<file path="src/rtl/tsg_pkg.sv">
// shared types, codes and constants of the talkgroup scan gate
package tsg_pkg;

  localparam int unsigned ENTRIES_PER_SLOT_DEF = 16;
  localparam logic [23:0] CLEAR_GROUP = 24'd4000;
  localparam logic [15:0] HOLD_RESET  = 16'd5;
  localparam logic [31:0] NOW_TOP     = 32'hFFFF_FFFF;

  typedef enum logic [2:0] {
    REQ_TICK   = 3'd0,
    REQ_ADD    = 3'd1,
    REQ_RENEW  = 3'd2,
    REQ_REMOVE = 3'd3,
    REQ_CLEAR  = 3'd4,
    REQ_ACCESS = 3'd5,
    REQ_QUERY  = 3'd6,
    REQ_NONE   = 3'd7
  } req_t;

  localparam logic [1:0] STS_OK   = 2'd0;
  localparam logic [1:0] STS_SLOT = 2'd1;
  localparam logic [1:0] STS_FULL = 2'd2;

  localparam logic [1:0] CFG_SINGLE_MODE  = 2'd0;
  localparam logic [1:0] CFG_HOLD_SECONDS = 2'd1;

  typedef enum logic [3:0] {
    WALK_DROP  = 4'b0001,
    WALK_PURGE = 4'b0010,
    WALK_RENEW = 4'b0100,
    WALK_QUERY = 4'b1000
  } walk_t;

  typedef struct packed {
    logic [23:0] group;
    logic [15:0] lifetime;
    logic [32:0] deadline;
    logic        fixed;
  } entry_t;

  typedef struct packed {
    logic        expired;
    logic        group_hit;
    logic        scan_hit;
    logic [32:0] new_deadline;
  } eval_t;

endpackage

</file>
<file path="src/rtl/tsg_ifs.sv">
// channel interfaces: request, result and configuration write
interface tsg_in_if;
  logic        valid;
  logic        ready;
  logic [2:0]  req_type;
  logic [23:0] group_id;
  logic [1:0]  slot_num;
  logic [15:0] timeout_seconds;
  logic        make_static;
  modport source (output valid, req_type, group_id, slot_num, timeout_seconds,
                  make_static, input ready);
  modport sink (input valid, req_type, group_id, slot_num, timeout_seconds,
                make_static, output ready);
endinterface

interface tsg_out_if;
  logic       valid;
  logic       ready;
  logic       answer;
  logic [1:0] status;
  modport source (output valid, answer, status, input ready);
  modport sink (input valid, answer, status, output ready);
endinterface

interface tsg_cfg_if;
  logic        valid;
  logic        ready;
  logic [1:0]  index;
  logic [15:0] data;
  modport source (output valid, index, data, input ready);
  modport sink (input valid, index, data, output ready);
endinterface

</file>
<file path="src/rtl/talkgroup_scan_gate.sv">
// top level of the talkgroup scan gate: sequencer, slot state and table walk
//
//  channel | dir | handshake    | payload
//  in_ch   | in  | valid/ready  | req_type, group_id, slot_num, timeout_seconds, make_static
//  out_ch  | out | valid/ready  | answer, status
//  cfg_ch  | in  | valid/ready  | index, data (0 single_mode, 1 hold_seconds)
//
//  one item at a time; tick, clear and bad slot items skip the walk and go to the final state
//  table walks handle each stored entry in a ram read state, then compare and write back
//  access and query walk both slots; walks use the single ram port pair and the one
//  shared compare unit
//  synchronous active low reset empties both tables via fill counts, no clearing pass
//  a result waiting on out_ch stalls the sequencer in its final state; cfg is always ready
module talkgroup_scan_gate #(
  parameter int unsigned ENTRIES_PER_SLOT = tsg_pkg::ENTRIES_PER_SLOT_DEF
) (
  input  logic      clk,
  input  logic      rst_n,
  tsg_in_if.sink    in_ch,
  tsg_out_if.source out_ch,
  tsg_cfg_if.sink   cfg_ch
);
  localparam int unsigned IW = (ENTRIES_PER_SLOT > 1) ? $clog2(ENTRIES_PER_SLOT) : 1;
  localparam int unsigned FW = $clog2(ENTRIES_PER_SLOT + 1);
  localparam int unsigned AW = IW + 1;
  localparam int unsigned DEPTH = 2 ** AW;
  localparam logic [FW-1:0] FILL_MAX = FW'(ENTRIES_PER_SLOT);

  typedef enum logic [3:0] {
    ST_IDLE = 4'b0001,
    ST_RD   = 4'b0010,
    ST_PROC = 4'b0100,
    ST_FIN  = 4'b1000
  } state_t;

  // sequencer and slot state
  state_t          state_r, state_nxt;
  tsg_pkg::walk_t  mode_r, mode_nxt;
  tsg_pkg::req_t   req_r, req_nxt;
  logic [FW-1:0]   fill_r [2];
  logic [FW-1:0]   fill_nxt [2];
  logic [FW-1:0]   rd_r, rd_nxt, wr_r, wr_nxt;
  logic            ws_r, ws_nxt;
  logic [1:0]      hitg_r, hitg_nxt, hits_r, hits_nxt;
  logic            renewed_r, renewed_nxt;
  logic [31:0]     now_r, now_nxt;
  logic [23:0]     scan_r [2];
  logic [23:0]     scan_nxt [2];
  logic [31:0]     hold_r [2];
  logic [31:0]     hold_nxt [2];
  logic            single_r, single_nxt;
  logic [15:0]     holdsec_r, holdsec_nxt;
  logic            ovalid_r, ovalid_nxt;

  // request payload and results
  logic [23:0]     grp_r, grp_nxt;
  logic [1:0]      slotn_r, slotn_nxt;
  logic [15:0]     tmo_r, tmo_nxt;
  logic            stat_r, stat_nxt;
  logic            ans_r, ans_nxt;
  logic [1:0]      sts_r, sts_nxt;
  logic            oans_r, oans_nxt;
  logic [1:0]      osts_r, osts_nxt;

  // ram and compare unit
  logic            we;
  logic [AW-1:0]   waddr, raddr;
  tsg_pkg::entry_t wentry, rentry;
  logic [$bits(tsg_pkg::entry_t)-1:0] rdata;
  tsg_pkg::eval_t  ev;

  // access decision
  logic [23:0]     sc0, sc1;
  logic            gr0, gr1, use1;
  logic            remove, in_go;
  logic            s_in;

  assign raddr  = {ws_r, rd_r[IW-1:0]};
  assign rentry = tsg_pkg::entry_t'(rdata);

  tsg_ram #(
    .WIDTH ($bits(tsg_pkg::entry_t)),
    .DEPTH (DEPTH)
  ) u_ram (
    .clk   (clk),
    .we    (we),
    .waddr (waddr),
    .wdata (wentry),
    .raddr (raddr),
    .rdata (rdata)
  );

  tsg_eval u_eval (
    .entry      (rentry),
    .now        (now_r),
    .req_group  (grp_r),
    .scan_group (scan_r[ws_r]),
    .timeout    (tmo_r),
    .res        (ev)
  );

  // grant rule for one slot, given the scan group left after purge
  function automatic logic grant_f(input logic hit, input logic [23:0] sc,
                                   input logic [23:0] g, input logic [31:0] now,
                                   input logic [31:0] hold, input logic [15:0] hs);
    logic ok;
    begin
      ok = hit;
      if (hit && (sc != 24'd0) && (sc != g) && ((now - hold) < {16'd0, hs})) begin
        ok = 1'b0;
      end
      return ok;
    end
  endfunction

  assign sc0 = (scan_r[0] != 24'd0 && !hits_r[0]) ? 24'd0 : scan_r[0];
  assign sc1 = (scan_r[1] != 24'd0 && !hits_r[1]) ? 24'd0 : scan_r[1];
  assign gr0 = grant_f(hitg_r[0], sc0, grp_r, now_r, hold_r[0], holdsec_r);
  assign gr1 = grant_f(hitg_r[1], sc1, grp_r, now_r, hold_r[1], holdsec_r);

  assign in_ch.ready  = (state_r == ST_IDLE);
  assign in_go        = in_ch.valid && in_ch.ready;
  assign s_in         = in_ch.slot_num[1];
  assign cfg_ch.ready = 1'b1;
  assign out_ch.valid  = ovalid_r;
  assign out_ch.answer = oans_r;
  assign out_ch.status = osts_r;

  always_comb begin
    state_nxt   = state_r;
    mode_nxt    = mode_r;
    req_nxt     = req_r;
    fill_nxt    = fill_r;
    rd_nxt      = rd_r;
    wr_nxt      = wr_r;
    ws_nxt      = ws_r;
    hitg_nxt    = hitg_r;
    hits_nxt    = hits_r;
    renewed_nxt = renewed_r;
    now_nxt     = now_r;
    scan_nxt    = scan_r;
    hold_nxt    = hold_r;
    single_nxt  = single_r;
    holdsec_nxt = holdsec_r;
    ovalid_nxt  = ovalid_r;
    grp_nxt     = grp_r;
    slotn_nxt   = slotn_r;
    tmo_nxt     = tmo_r;
    stat_nxt    = stat_r;
    ans_nxt     = ans_r;
    sts_nxt     = sts_r;
    oans_nxt    = oans_r;
    osts_nxt    = osts_r;
    we          = 1'b0;
    waddr       = {ws_r, wr_r[IW-1:0]};
    wentry      = rentry;
    remove      = 1'b0;
    use1        = 1'b0;

    if (cfg_ch.valid) begin
      case (cfg_ch.index)
        tsg_pkg::CFG_SINGLE_MODE:  single_nxt  = cfg_ch.data[0];
        tsg_pkg::CFG_HOLD_SECONDS: holdsec_nxt = cfg_ch.data;
        default: ;
      endcase
    end

    if (out_ch.valid && out_ch.ready) begin
      ovalid_nxt = 1'b0;
    end

    case (state_r)
      ST_IDLE: begin
        if (in_go) begin
          req_nxt     = tsg_pkg::req_t'(in_ch.req_type);
          grp_nxt     = in_ch.group_id;
          slotn_nxt   = in_ch.slot_num;
          tmo_nxt     = in_ch.timeout_seconds;
          stat_nxt    = in_ch.make_static;
          ans_nxt     = 1'b0;
          sts_nxt     = tsg_pkg::STS_OK;
          rd_nxt      = '0;
          wr_nxt      = '0;
          hitg_nxt    = '0;
          hits_nxt    = '0;
          renewed_nxt = 1'b0;
          ws_nxt      = s_in;
          state_nxt   = ST_FIN;
          case (tsg_pkg::req_t'(in_ch.req_type))
            tsg_pkg::REQ_TICK: begin
              if (now_r != tsg_pkg::NOW_TOP) now_nxt = now_r + 32'd1;
            end
            tsg_pkg::REQ_ADD, tsg_pkg::REQ_RENEW, tsg_pkg::REQ_REMOVE: begin
              if (in_ch.slot_num == 2'd0 || in_ch.slot_num == 2'd3) begin
                sts_nxt = tsg_pkg::STS_SLOT;
              end else if (tsg_pkg::req_t'(in_ch.req_type) == tsg_pkg::REQ_ADD &&
                           in_ch.group_id == tsg_pkg::CLEAR_GROUP) begin
                fill_nxt[s_in] = '0;
              end else begin
                state_nxt = ST_RD;
                mode_nxt  = (tsg_pkg::req_t'(in_ch.req_type) == tsg_pkg::REQ_RENEW) ?
                            tsg_pkg::WALK_RENEW : tsg_pkg::WALK_DROP;
                // single mode: the slot keeps only the new static entry
                if (tsg_pkg::req_t'(in_ch.req_type) == tsg_pkg::REQ_ADD && single_r) begin
                  fill_nxt[s_in] = '0;
                  stat_nxt       = 1'b1;
                end
              end
            end
            tsg_pkg::REQ_CLEAR: begin
              fill_nxt[0] = '0;
              fill_nxt[1] = '0;
              scan_nxt[0] = '0;
              scan_nxt[1] = '0;
            end
            tsg_pkg::REQ_ACCESS, tsg_pkg::REQ_QUERY: begin
              if (tsg_pkg::req_t'(in_ch.req_type) == tsg_pkg::REQ_ACCESS &&
                  in_ch.slot_num == 2'd3) begin
                sts_nxt = tsg_pkg::STS_SLOT;
              end else begin
                state_nxt = ST_RD;
                ws_nxt    = 1'b0;
                mode_nxt  = (tsg_pkg::req_t'(in_ch.req_type) == tsg_pkg::REQ_ACCESS) ?
                            tsg_pkg::WALK_PURGE : tsg_pkg::WALK_QUERY;
              end
            end
            default: ;
          endcase
        end
      end

      ST_RD: begin
        if (rd_r != fill_r[ws_r]) begin
          state_nxt = ST_PROC;
        end else begin
          // end of the walk over this slot: packed length is the write pointer
          fill_nxt[ws_r] = wr_r;
          state_nxt      = ST_FIN;
          case (req_r)
            tsg_pkg::REQ_ADD: begin
              if (wr_r >= FILL_MAX) begin
                sts_nxt = tsg_pkg::STS_FULL;
              end else begin
                we              = 1'b1;
                wentry.group    = grp_r;
                wentry.lifetime = tmo_r;
                wentry.deadline = ev.new_deadline;
                wentry.fixed    = stat_r;
                fill_nxt[ws_r]  = wr_r + FW'(1);
              end
            end
            tsg_pkg::REQ_ACCESS, tsg_pkg::REQ_QUERY: begin
              if (!ws_r) begin
                ws_nxt    = 1'b1;
                rd_nxt    = '0;
                wr_nxt    = '0;
                state_nxt = ST_RD;
              end else if (req_r == tsg_pkg::REQ_QUERY) begin
                ans_nxt = hitg_r[0] | hitg_r[1];
              end else begin
                scan_nxt[0] = sc0;
                scan_nxt[1] = sc1;
                // both slots: slot 2 only when slot 1 refused
                use1 = (slotn_r == 2'd2) || (slotn_r == 2'd0 && !gr0);
                if (slotn_r != 2'd2 && gr0) begin
                  scan_nxt[0] = grp_r;
                  hold_nxt[0] = now_r;
                end
                if (use1 && gr1) begin
                  scan_nxt[1] = grp_r;
                  hold_nxt[1] = now_r;
                end
                ans_nxt = (slotn_r != 2'd2 && gr0) || (use1 && gr1);
              end
            end
            default: ;
          endcase
        end
      end

      ST_PROC: begin
        remove = ((mode_r == tsg_pkg::WALK_DROP) && ev.group_hit) ||
                 ((mode_r == tsg_pkg::WALK_PURGE) && ev.expired);
        rd_nxt    = rd_r + FW'(1);
        state_nxt = ST_RD;
        if (!remove) begin
          we     = 1'b1;
          wr_nxt = wr_r + FW'(1);
          if (mode_r == tsg_pkg::WALK_RENEW && !renewed_r && ev.group_hit &&
              !rentry.fixed) begin
            wentry.deadline = ev.new_deadline;
            renewed_nxt     = 1'b1;
          end
          if (ev.group_hit && !ev.expired) hitg_nxt[ws_r] = 1'b1;
          if (ev.scan_hit && !ev.expired)  hits_nxt[ws_r] = 1'b1;
        end
      end

      ST_FIN: begin
        if (!ovalid_r || out_ch.ready) begin
          ovalid_nxt = 1'b1;
          oans_nxt   = ans_r;
          osts_nxt   = sts_r;
          state_nxt  = ST_IDLE;
        end
      end

      default: state_nxt = ST_IDLE;
    endcase
  end

  always_ff @(posedge clk) begin
    if (!rst_n) begin
      state_r   <= ST_IDLE;
      mode_r    <= tsg_pkg::WALK_QUERY;
      req_r     <= tsg_pkg::REQ_NONE;
      fill_r[0] <= '0;
      fill_r[1] <= '0;
      rd_r      <= '0;
      wr_r      <= '0;
      ws_r      <= 1'b0;
      hitg_r    <= '0;
      hits_r    <= '0;
      renewed_r <= 1'b0;
      now_r     <= '0;
      scan_r[0] <= '0;
      scan_r[1] <= '0;
      single_r  <= 1'b0;
      holdsec_r <= tsg_pkg::HOLD_RESET;
      ovalid_r  <= 1'b0;
    end else begin
      state_r   <= state_nxt;
      mode_r    <= mode_nxt;
      req_r     <= req_nxt;
      fill_r    <= fill_nxt;
      rd_r      <= rd_nxt;
      wr_r      <= wr_nxt;
      ws_r      <= ws_nxt;
      hitg_r    <= hitg_nxt;
      hits_r    <= hits_nxt;
      renewed_r <= renewed_nxt;
      now_r     <= now_nxt;
      scan_r    <= scan_nxt;
      single_r  <= single_nxt;
      holdsec_r <= holdsec_nxt;
      ovalid_r  <= ovalid_nxt;
    end
  end

  always_ff @(posedge clk) begin
    hold_r  <= hold_nxt;
    grp_r   <= grp_nxt;
    slotn_r <= slotn_nxt;
    tmo_r   <= tmo_nxt;
    stat_r  <= stat_nxt;
    ans_r   <= ans_nxt;
    sts_r   <= sts_nxt;
    oans_r  <= oans_nxt;
    osts_r  <= osts_nxt;
  end

`ifndef ASSERT_OFF
  a_fill_bound: assert property (@(posedge clk) disable iff (!rst_n)
    (fill_r[0] <= FILL_MAX) && (fill_r[1] <= FILL_MAX))
    else $error("slot fill count beyond table size");

  a_pack_order: assert property (@(posedge clk) disable iff (!rst_n)
    (state_r == ST_PROC) |-> (wr_r <= rd_r) && (rd_r < fill_r[ws_r]))
    else $error("compaction write pointer passed read pointer");

  a_proc_return: assert property (@(posedge clk) disable iff (!rst_n)
    (state_r == ST_PROC) |=> (state_r == ST_RD))
    else $error("entry step did not return to read");

  a_state_onehot: assert property (@(posedge clk) disable iff (!rst_n)
    $onehot(state_r))
    else $error("sequencer state not one-hot");
`endif

endmodule

</file>
<file path="src/rtl/tsg_ram.sv">
// generic single write port ram with registered read
module tsg_ram #(
  parameter int unsigned WIDTH = 8,
  parameter int unsigned DEPTH = 32
) (
  input  logic                     clk,
  input  logic                     we,
  input  logic [$clog2(DEPTH)-1:0] waddr,
  input  logic [WIDTH-1:0]         wdata,
  input  logic [$clog2(DEPTH)-1:0] raddr,
  output logic [WIDTH-1:0]         rdata
);
  logic [WIDTH-1:0] mem [DEPTH];

  always_ff @(posedge clk) begin
    if (we) begin
      mem[waddr] <= wdata;
    end
    rdata <= mem[raddr];
  end
endmodule

</file>
<file path="src/rtl/tsg_eval.sv">
// per entry compare unit: expiry, group matches and renewed deadline
module tsg_eval (
  input  tsg_pkg::entry_t entry,
  input  logic [31:0]     now,
  input  logic [23:0]     req_group,
  input  logic [23:0]     scan_group,
  input  logic [15:0]     timeout,
  output tsg_pkg::eval_t  res
);
  always_comb begin
    res.expired   = !entry.fixed && (entry.lifetime != 16'd0) &&
                    ({1'b0, now} > entry.deadline);
    res.group_hit = (entry.group == req_group);
    res.scan_hit  = (entry.group == scan_group);
    // zero timeout means no deadline
    res.new_deadline = (timeout == 16'd0) ? 33'd0 :
                       ({1'b0, now} + {17'd0, timeout});
  end
endmodule

</file>
<file path="src/flat_wrapper.sv">
// flat-port wrapper written by rule: the top's interface ports become plain ports
module talkgroup_scan_gate_flat 
#(
  parameter int unsigned ENTRIES_PER_SLOT = tsg_pkg::ENTRIES_PER_SLOT_DEF
)
  (clk, rst_n, in_ch_valid, in_ch_req_type, in_ch_group_id, in_ch_slot_num, in_ch_timeout_seconds, in_ch_make_static, in_ch_ready, out_ch_valid, out_ch_answer, out_ch_status, out_ch_ready, cfg_ch_valid, cfg_ch_index, cfg_ch_data, cfg_ch_ready);
  tsg_in_if in_ch_i ();
  tsg_out_if out_ch_i ();
  tsg_cfg_if cfg_ch_i ();
  input  logic clk;
  input  logic rst_n;
  input wire logic [$bits(in_ch_i.valid)-1:0] in_ch_valid;
  input wire logic [$bits(in_ch_i.req_type)-1:0] in_ch_req_type;
  input wire logic [$bits(in_ch_i.group_id)-1:0] in_ch_group_id;
  input wire logic [$bits(in_ch_i.slot_num)-1:0] in_ch_slot_num;
  input wire logic [$bits(in_ch_i.timeout_seconds)-1:0] in_ch_timeout_seconds;
  input wire logic [$bits(in_ch_i.make_static)-1:0] in_ch_make_static;
  output wire logic [$bits(in_ch_i.ready)-1:0] in_ch_ready;
  output wire logic [$bits(out_ch_i.valid)-1:0] out_ch_valid;
  output wire logic [$bits(out_ch_i.answer)-1:0] out_ch_answer;
  output wire logic [$bits(out_ch_i.status)-1:0] out_ch_status;
  input wire logic [$bits(out_ch_i.ready)-1:0] out_ch_ready;
  input wire logic [$bits(cfg_ch_i.valid)-1:0] cfg_ch_valid;
  input wire logic [$bits(cfg_ch_i.index)-1:0] cfg_ch_index;
  input wire logic [$bits(cfg_ch_i.data)-1:0] cfg_ch_data;
  output wire logic [$bits(cfg_ch_i.ready)-1:0] cfg_ch_ready;
  assign in_ch_i.valid = in_ch_valid;
  assign in_ch_i.req_type = in_ch_req_type;
  assign in_ch_i.group_id = in_ch_group_id;
  assign in_ch_i.slot_num = in_ch_slot_num;
  assign in_ch_i.timeout_seconds = in_ch_timeout_seconds;
  assign in_ch_i.make_static = in_ch_make_static;
  assign in_ch_ready = in_ch_i.ready;
  assign out_ch_valid = out_ch_i.valid;
  assign out_ch_answer = out_ch_i.answer;
  assign out_ch_status = out_ch_i.status;
  assign out_ch_i.ready = out_ch_ready;
  assign cfg_ch_i.valid = cfg_ch_valid;
  assign cfg_ch_i.index = cfg_ch_index;
  assign cfg_ch_i.data = cfg_ch_data;
  assign cfg_ch_ready = cfg_ch_i.ready;
  talkgroup_scan_gate #(.ENTRIES_PER_SLOT(ENTRIES_PER_SLOT)) u_core (.clk(clk), .rst_n(rst_n), .in_ch(in_ch_i), .out_ch(out_ch_i), .cfg_ch(cfg_ch_i));
endmodule
</file>
<file path="config.mk">
export PLATFORM = sky130hd
export DESIGN_NAME = talkgroup_scan_gate_flat
export DESIGN_NICKNAME = d
export VERILOG_FILES = /design/src/rtl/tsg_pkg.sv /design/src/rtl/tsg_ifs.sv /design/src/rtl/talkgroup_scan_gate.sv /design/src/rtl/tsg_ram.sv /design/src/rtl/tsg_eval.sv /design/src/flat_wrapper.sv
export SDC_FILE = /design/constraint.sdc
export NUM_CORES = 2
export LEC_CHECK = 0
export ABC_AREA = 1
export BUFFER_PORTS_ARGS = -buffer_cell sky130_fd_sc_hd__buf_4
export CAP_MARGIN = 20
export CORE_MARGIN = 10
export CORE_UTILIZATION = 30
export CTS_CLUSTER_DIAMETER = 40
export DETAILED_ROUTE_END_ITERATION = 12
export HOLD_SLACK_MARGIN = 0.03
export PLACE_DENSITY_LB_ADDON = 0.08
export SKIP_CTS_REPAIR_TIMING = 1
export SLEW_MARGIN = 0
export SYNTH_ARGS = -nofsm -noshare
export SYNTH_HDL_FRONTEND = slang
export SYNTH_SLANG_ARGS = --single-unit
</file>
<file path="constraint.sdc">
create_clock -name clk -period 8.9 [get_ports clk]
set_input_delay 0.445 -clock clk [delete_from_list [all_inputs] [get_ports clk]]
set_output_delay 0.445 -clock clk [all_outputs]
set_load 0.01 [all_outputs]
</file>
==> run_results.csv <==
group,metric,value,unit
grt,antenna_found_initial,11,
critical_path,cp.required,9.46,ns
floorplan,coreArea,378300,sq um
sta,finalSetupViolations,0,
pwr,irDropWorstVdd,164.7,uV
logic_synthesis,yosysWarnings,0,
detailed_routing,ant_nets,0,
layout,areaGrowthSynthToFinish,21.38,%
placement,dp.cells,14640,
grt,grt_pass1_wl,612.2,mm
floorplan,die_width,635.6,um
placement,place_congestion,0.8465,
cts,cts_buffers,452,
pwr,leakage,0.04817,uW
critical_path,worstSetupEndpointType,"flop",
logic_synthesis,synth_top_area_share,65.52,%
grt,grt_max_degree,161,
logic_synthesis,synth-seq-cells,2690,
logic_synthesis,yosysUniqueCellTypes,59,
placement,port_buffers,73,
critical_path,path_max_fanout,38,
floorplan,rows,226,
sta,rsz0062_at_grt,"false",
pwr,clkPwrFrac,52.7,%
logic_synthesis,synth_cells,9897,
cts,cts_max_path_buffers,4,
cts,clk_pin_slew,0.05,ns
pwr,pwr-share-comb,4.7,%
pwr,p_sw_share,23.38,%
cts,cts_tree,"built",
logic_synthesis,synth_top_flop_cell,"edfxtp_1",
critical_path,critPathLaunchType,"flop",
detailed_routing,vias_per_cell,5.245,
sta,drv_slew,0,
cts,insertion_delay,0.98,ns
floorplan,die_area,404000,sq um
logic_synthesis,yosysMostFrequentCell,"edfxtp_1",
logic_synthesis,synth_top_cells_by_count,"edfxtp_1 (2481), nor2_1 (1551), o21ai_0 (1449)",
sta,timing.final.crit_share,72.14,%
sta,finClkSkew,0.04922,ns
cts,root_buffer,"clkbuf_16",
pwr,powerDensity,245.8,nW/um^2
cts,clock_sink_count,2690,
detailed_routing,dr.pass1.iters,5,
grt,globalRouteOverflowTotal,0,
sta,maxSlewHeadroom,24.13,%
sta,min_period,6.421,ns
status,status,"complete, no violations",
detailed_routing,remaining_drc_errors,0,
grt,grt_usage,20.53,%
detailed_routing,vias,81770,
pwr,p_seq_share,42.6,%
layout,stdcell_count,15590,
logic_synthesis,synthesis.nets,10120,
critical_path,setup.worst_path.class,"reg2reg",
pwr,p_int,25990,uW
logic_synthesis,synth-edff-count,2481,
logic_synthesis,synth_largest_area_cell,"edfxtp_1",
pwr,switchingPower,7932,uW
floorplan,die_h,635.6,um
logic_synthesis,async_flop_share,0,%
detailed_routing,drt-total-wl,435.3,mm
logic_synthesis,ys_top_cells_by_area,"edfxtp_1 (66%), o21ai_0 (6.4%), nor2_1 (5.1%)",
floorplan,start_util,30.05,%
grt,grt_pass1_vias,79170,
logic_synthesis,syn_avg_cell_area,11.49,sq um
run,drv_cap,0,
detailed_routing,drt_iter0_drc,7599,
sta,setup_tns,0,ns
placement,dp_hpwl,238.9,mm
detailed_routing,avgRoutedWirePerCell,27.93,um
floorplan,ioPinCount,75,
logic_synthesis,synth_area,113700,sq um
sta,clock.fmax,155.7,MHz
cts,h-tree-depth,5,
sta,worstMarginPinSlew,1.138,ns
layout,fin_nets,10390,
logic_synthesis,seq_area_frac_synth,69.20,%
layout,drive_gt1_share,11.62,%
critical_path,cp.arrival,6.98,ns
sta,finalHoldViolCount,0,
hold_path,hold_class,"in2reg",
[final timing paths]
check        slack (ns)          startpoint  cells after the start                       end
max                2.48         u_core.ws_r                     14  u_core.u_ram.mem[27][25]
min                0.22  in_ch_group_id[15]                      2          u_core.grp_r[15]
max reg2reg        2.48         u_core.ws_r                     14  u_core.u_ram.mem[27][25]
min reg2reg        0.42     u_core.sts_r[1]                      0   u_core.out_ch.status[1]
[cell usage in the layout (no fill, tap or decap), types with 174 or more instances in the layout]
cell	instances
buf_4	251
nand3_1	354
clkbuf_16	461
edfxtp_1	2481
o21ai_0	1407
a21oi_1	325
nand2_1	1161
o221ai_1	174
nor2_1	1516
o22ai_1	410
inv_1	484
dfxtp_1	205
[metrics by stage]
stage | power (uW) | setup WS [ns] | util (%) | hold WS [ns] | cell area (sq um)
floorplan | 15310 | 3.347 | - | 0.4003 | 113700
global placement | 16160 | 2.364 | 31.90 | 0.4172 | 120700
detailed placement | 16220 | 2.490 | 32.03 | 0.4045 | 121200
CTS | 34170 | 2.445 | 36.18 | -0.4035 | 136900
global route | 34940 | 2.201 | 36.48 | 0.1949 | 138000
finish | 33920 | 2.479 | 36.48 | 0.2183 | 138000
[flip-flops by register name, indices dropped and copies added, names as in the netlist, 4 cells and up, named ones only]
signal              count
u_core.scan_r          48
u_core.fill_r           8
u_core.tmo_r           16
u_core.state_r          4
u_core.wr_r             5
u_core.rd_r             5
u_core.hold_r          64
u_core.holdsec_r       16
u_core.u_ram.rdata     74
u_core.mode_r           4
u_core.u_ram.mem     2368
u_core.now_r           32
u_core.grp_r           24
[routing by layer]
metal / share of wire, % / vias to the layer above / wire (um) / GRT usage, %
met4: 2.4 / 0 / 10250 / 4.898
li1: - / 36750 / - / -
met1: 46 / 41890 / 199100 / 28.90
met2: 47 / 2558 / 203500 / 33.58
met3: 5.2 / 570 / 22550 / 2.786
met5: 0 / - / 0 / 0
[power by group through the flow]
stage	combinational, uW	sequential, uW	clock, uW
global route	1720	14400	18800
finish	1590	14500	17900
floorplan	718	14600	0
detailed placement	1510	14700	0
global placement	1430	14700	0
CTS	1510	14500	18200
[cells by family (layout without fill, tap and decap cells)]
family,Yosys count,after routing,synth area share (%)
buffers and inverters,1078,1750,3.652
adder cells (fa/ha/maj),150,150,1.670
other,1,4,0.003298
AO/OA/AOI/OAI,2582,2582,12.93
flip-flops,2690,2690,69.20
XOR/XNOR,101,101,0.7780
AND/OR/NAND/NOR,3295,3295,11.76
[critical path, stage by stage, from the launching register on]
cell,delay (ns)
dfxtp_4,0.95
inv_6,0.45
nand2_1,0.20
nand3_1,0.11
a21oi_1,0.19
nand3_1,0.22
nor2_1,0.22
inv_1,0.30
nor2_4,0.15
buf_4,0.41
inv_4,0.30
nand2_1,0.24
nand2_1,0.49
nor2_4,0.77
buf_4,0.82
[area by class of cell]
| class | count | area (sq um) |
|---|---|---|
| Inverter | 500 | 1923 |
| Sequential cell | 2690 | 78700 |
| Fill cell | 36870 | 240300 |
| Antenna cell | 3 | 7.507 |
| Timing Repair Buffer | 396 | 4021 |
| Tap cell | 5016 | 6276 |
| Clock inverter | 336 | 3800 |
| Multi-Input combinational cell | 6129 | 31390 |
| Clock buffer | 518 | 11900 |
No activity file was read; power rests on OpenSTA's default activity.
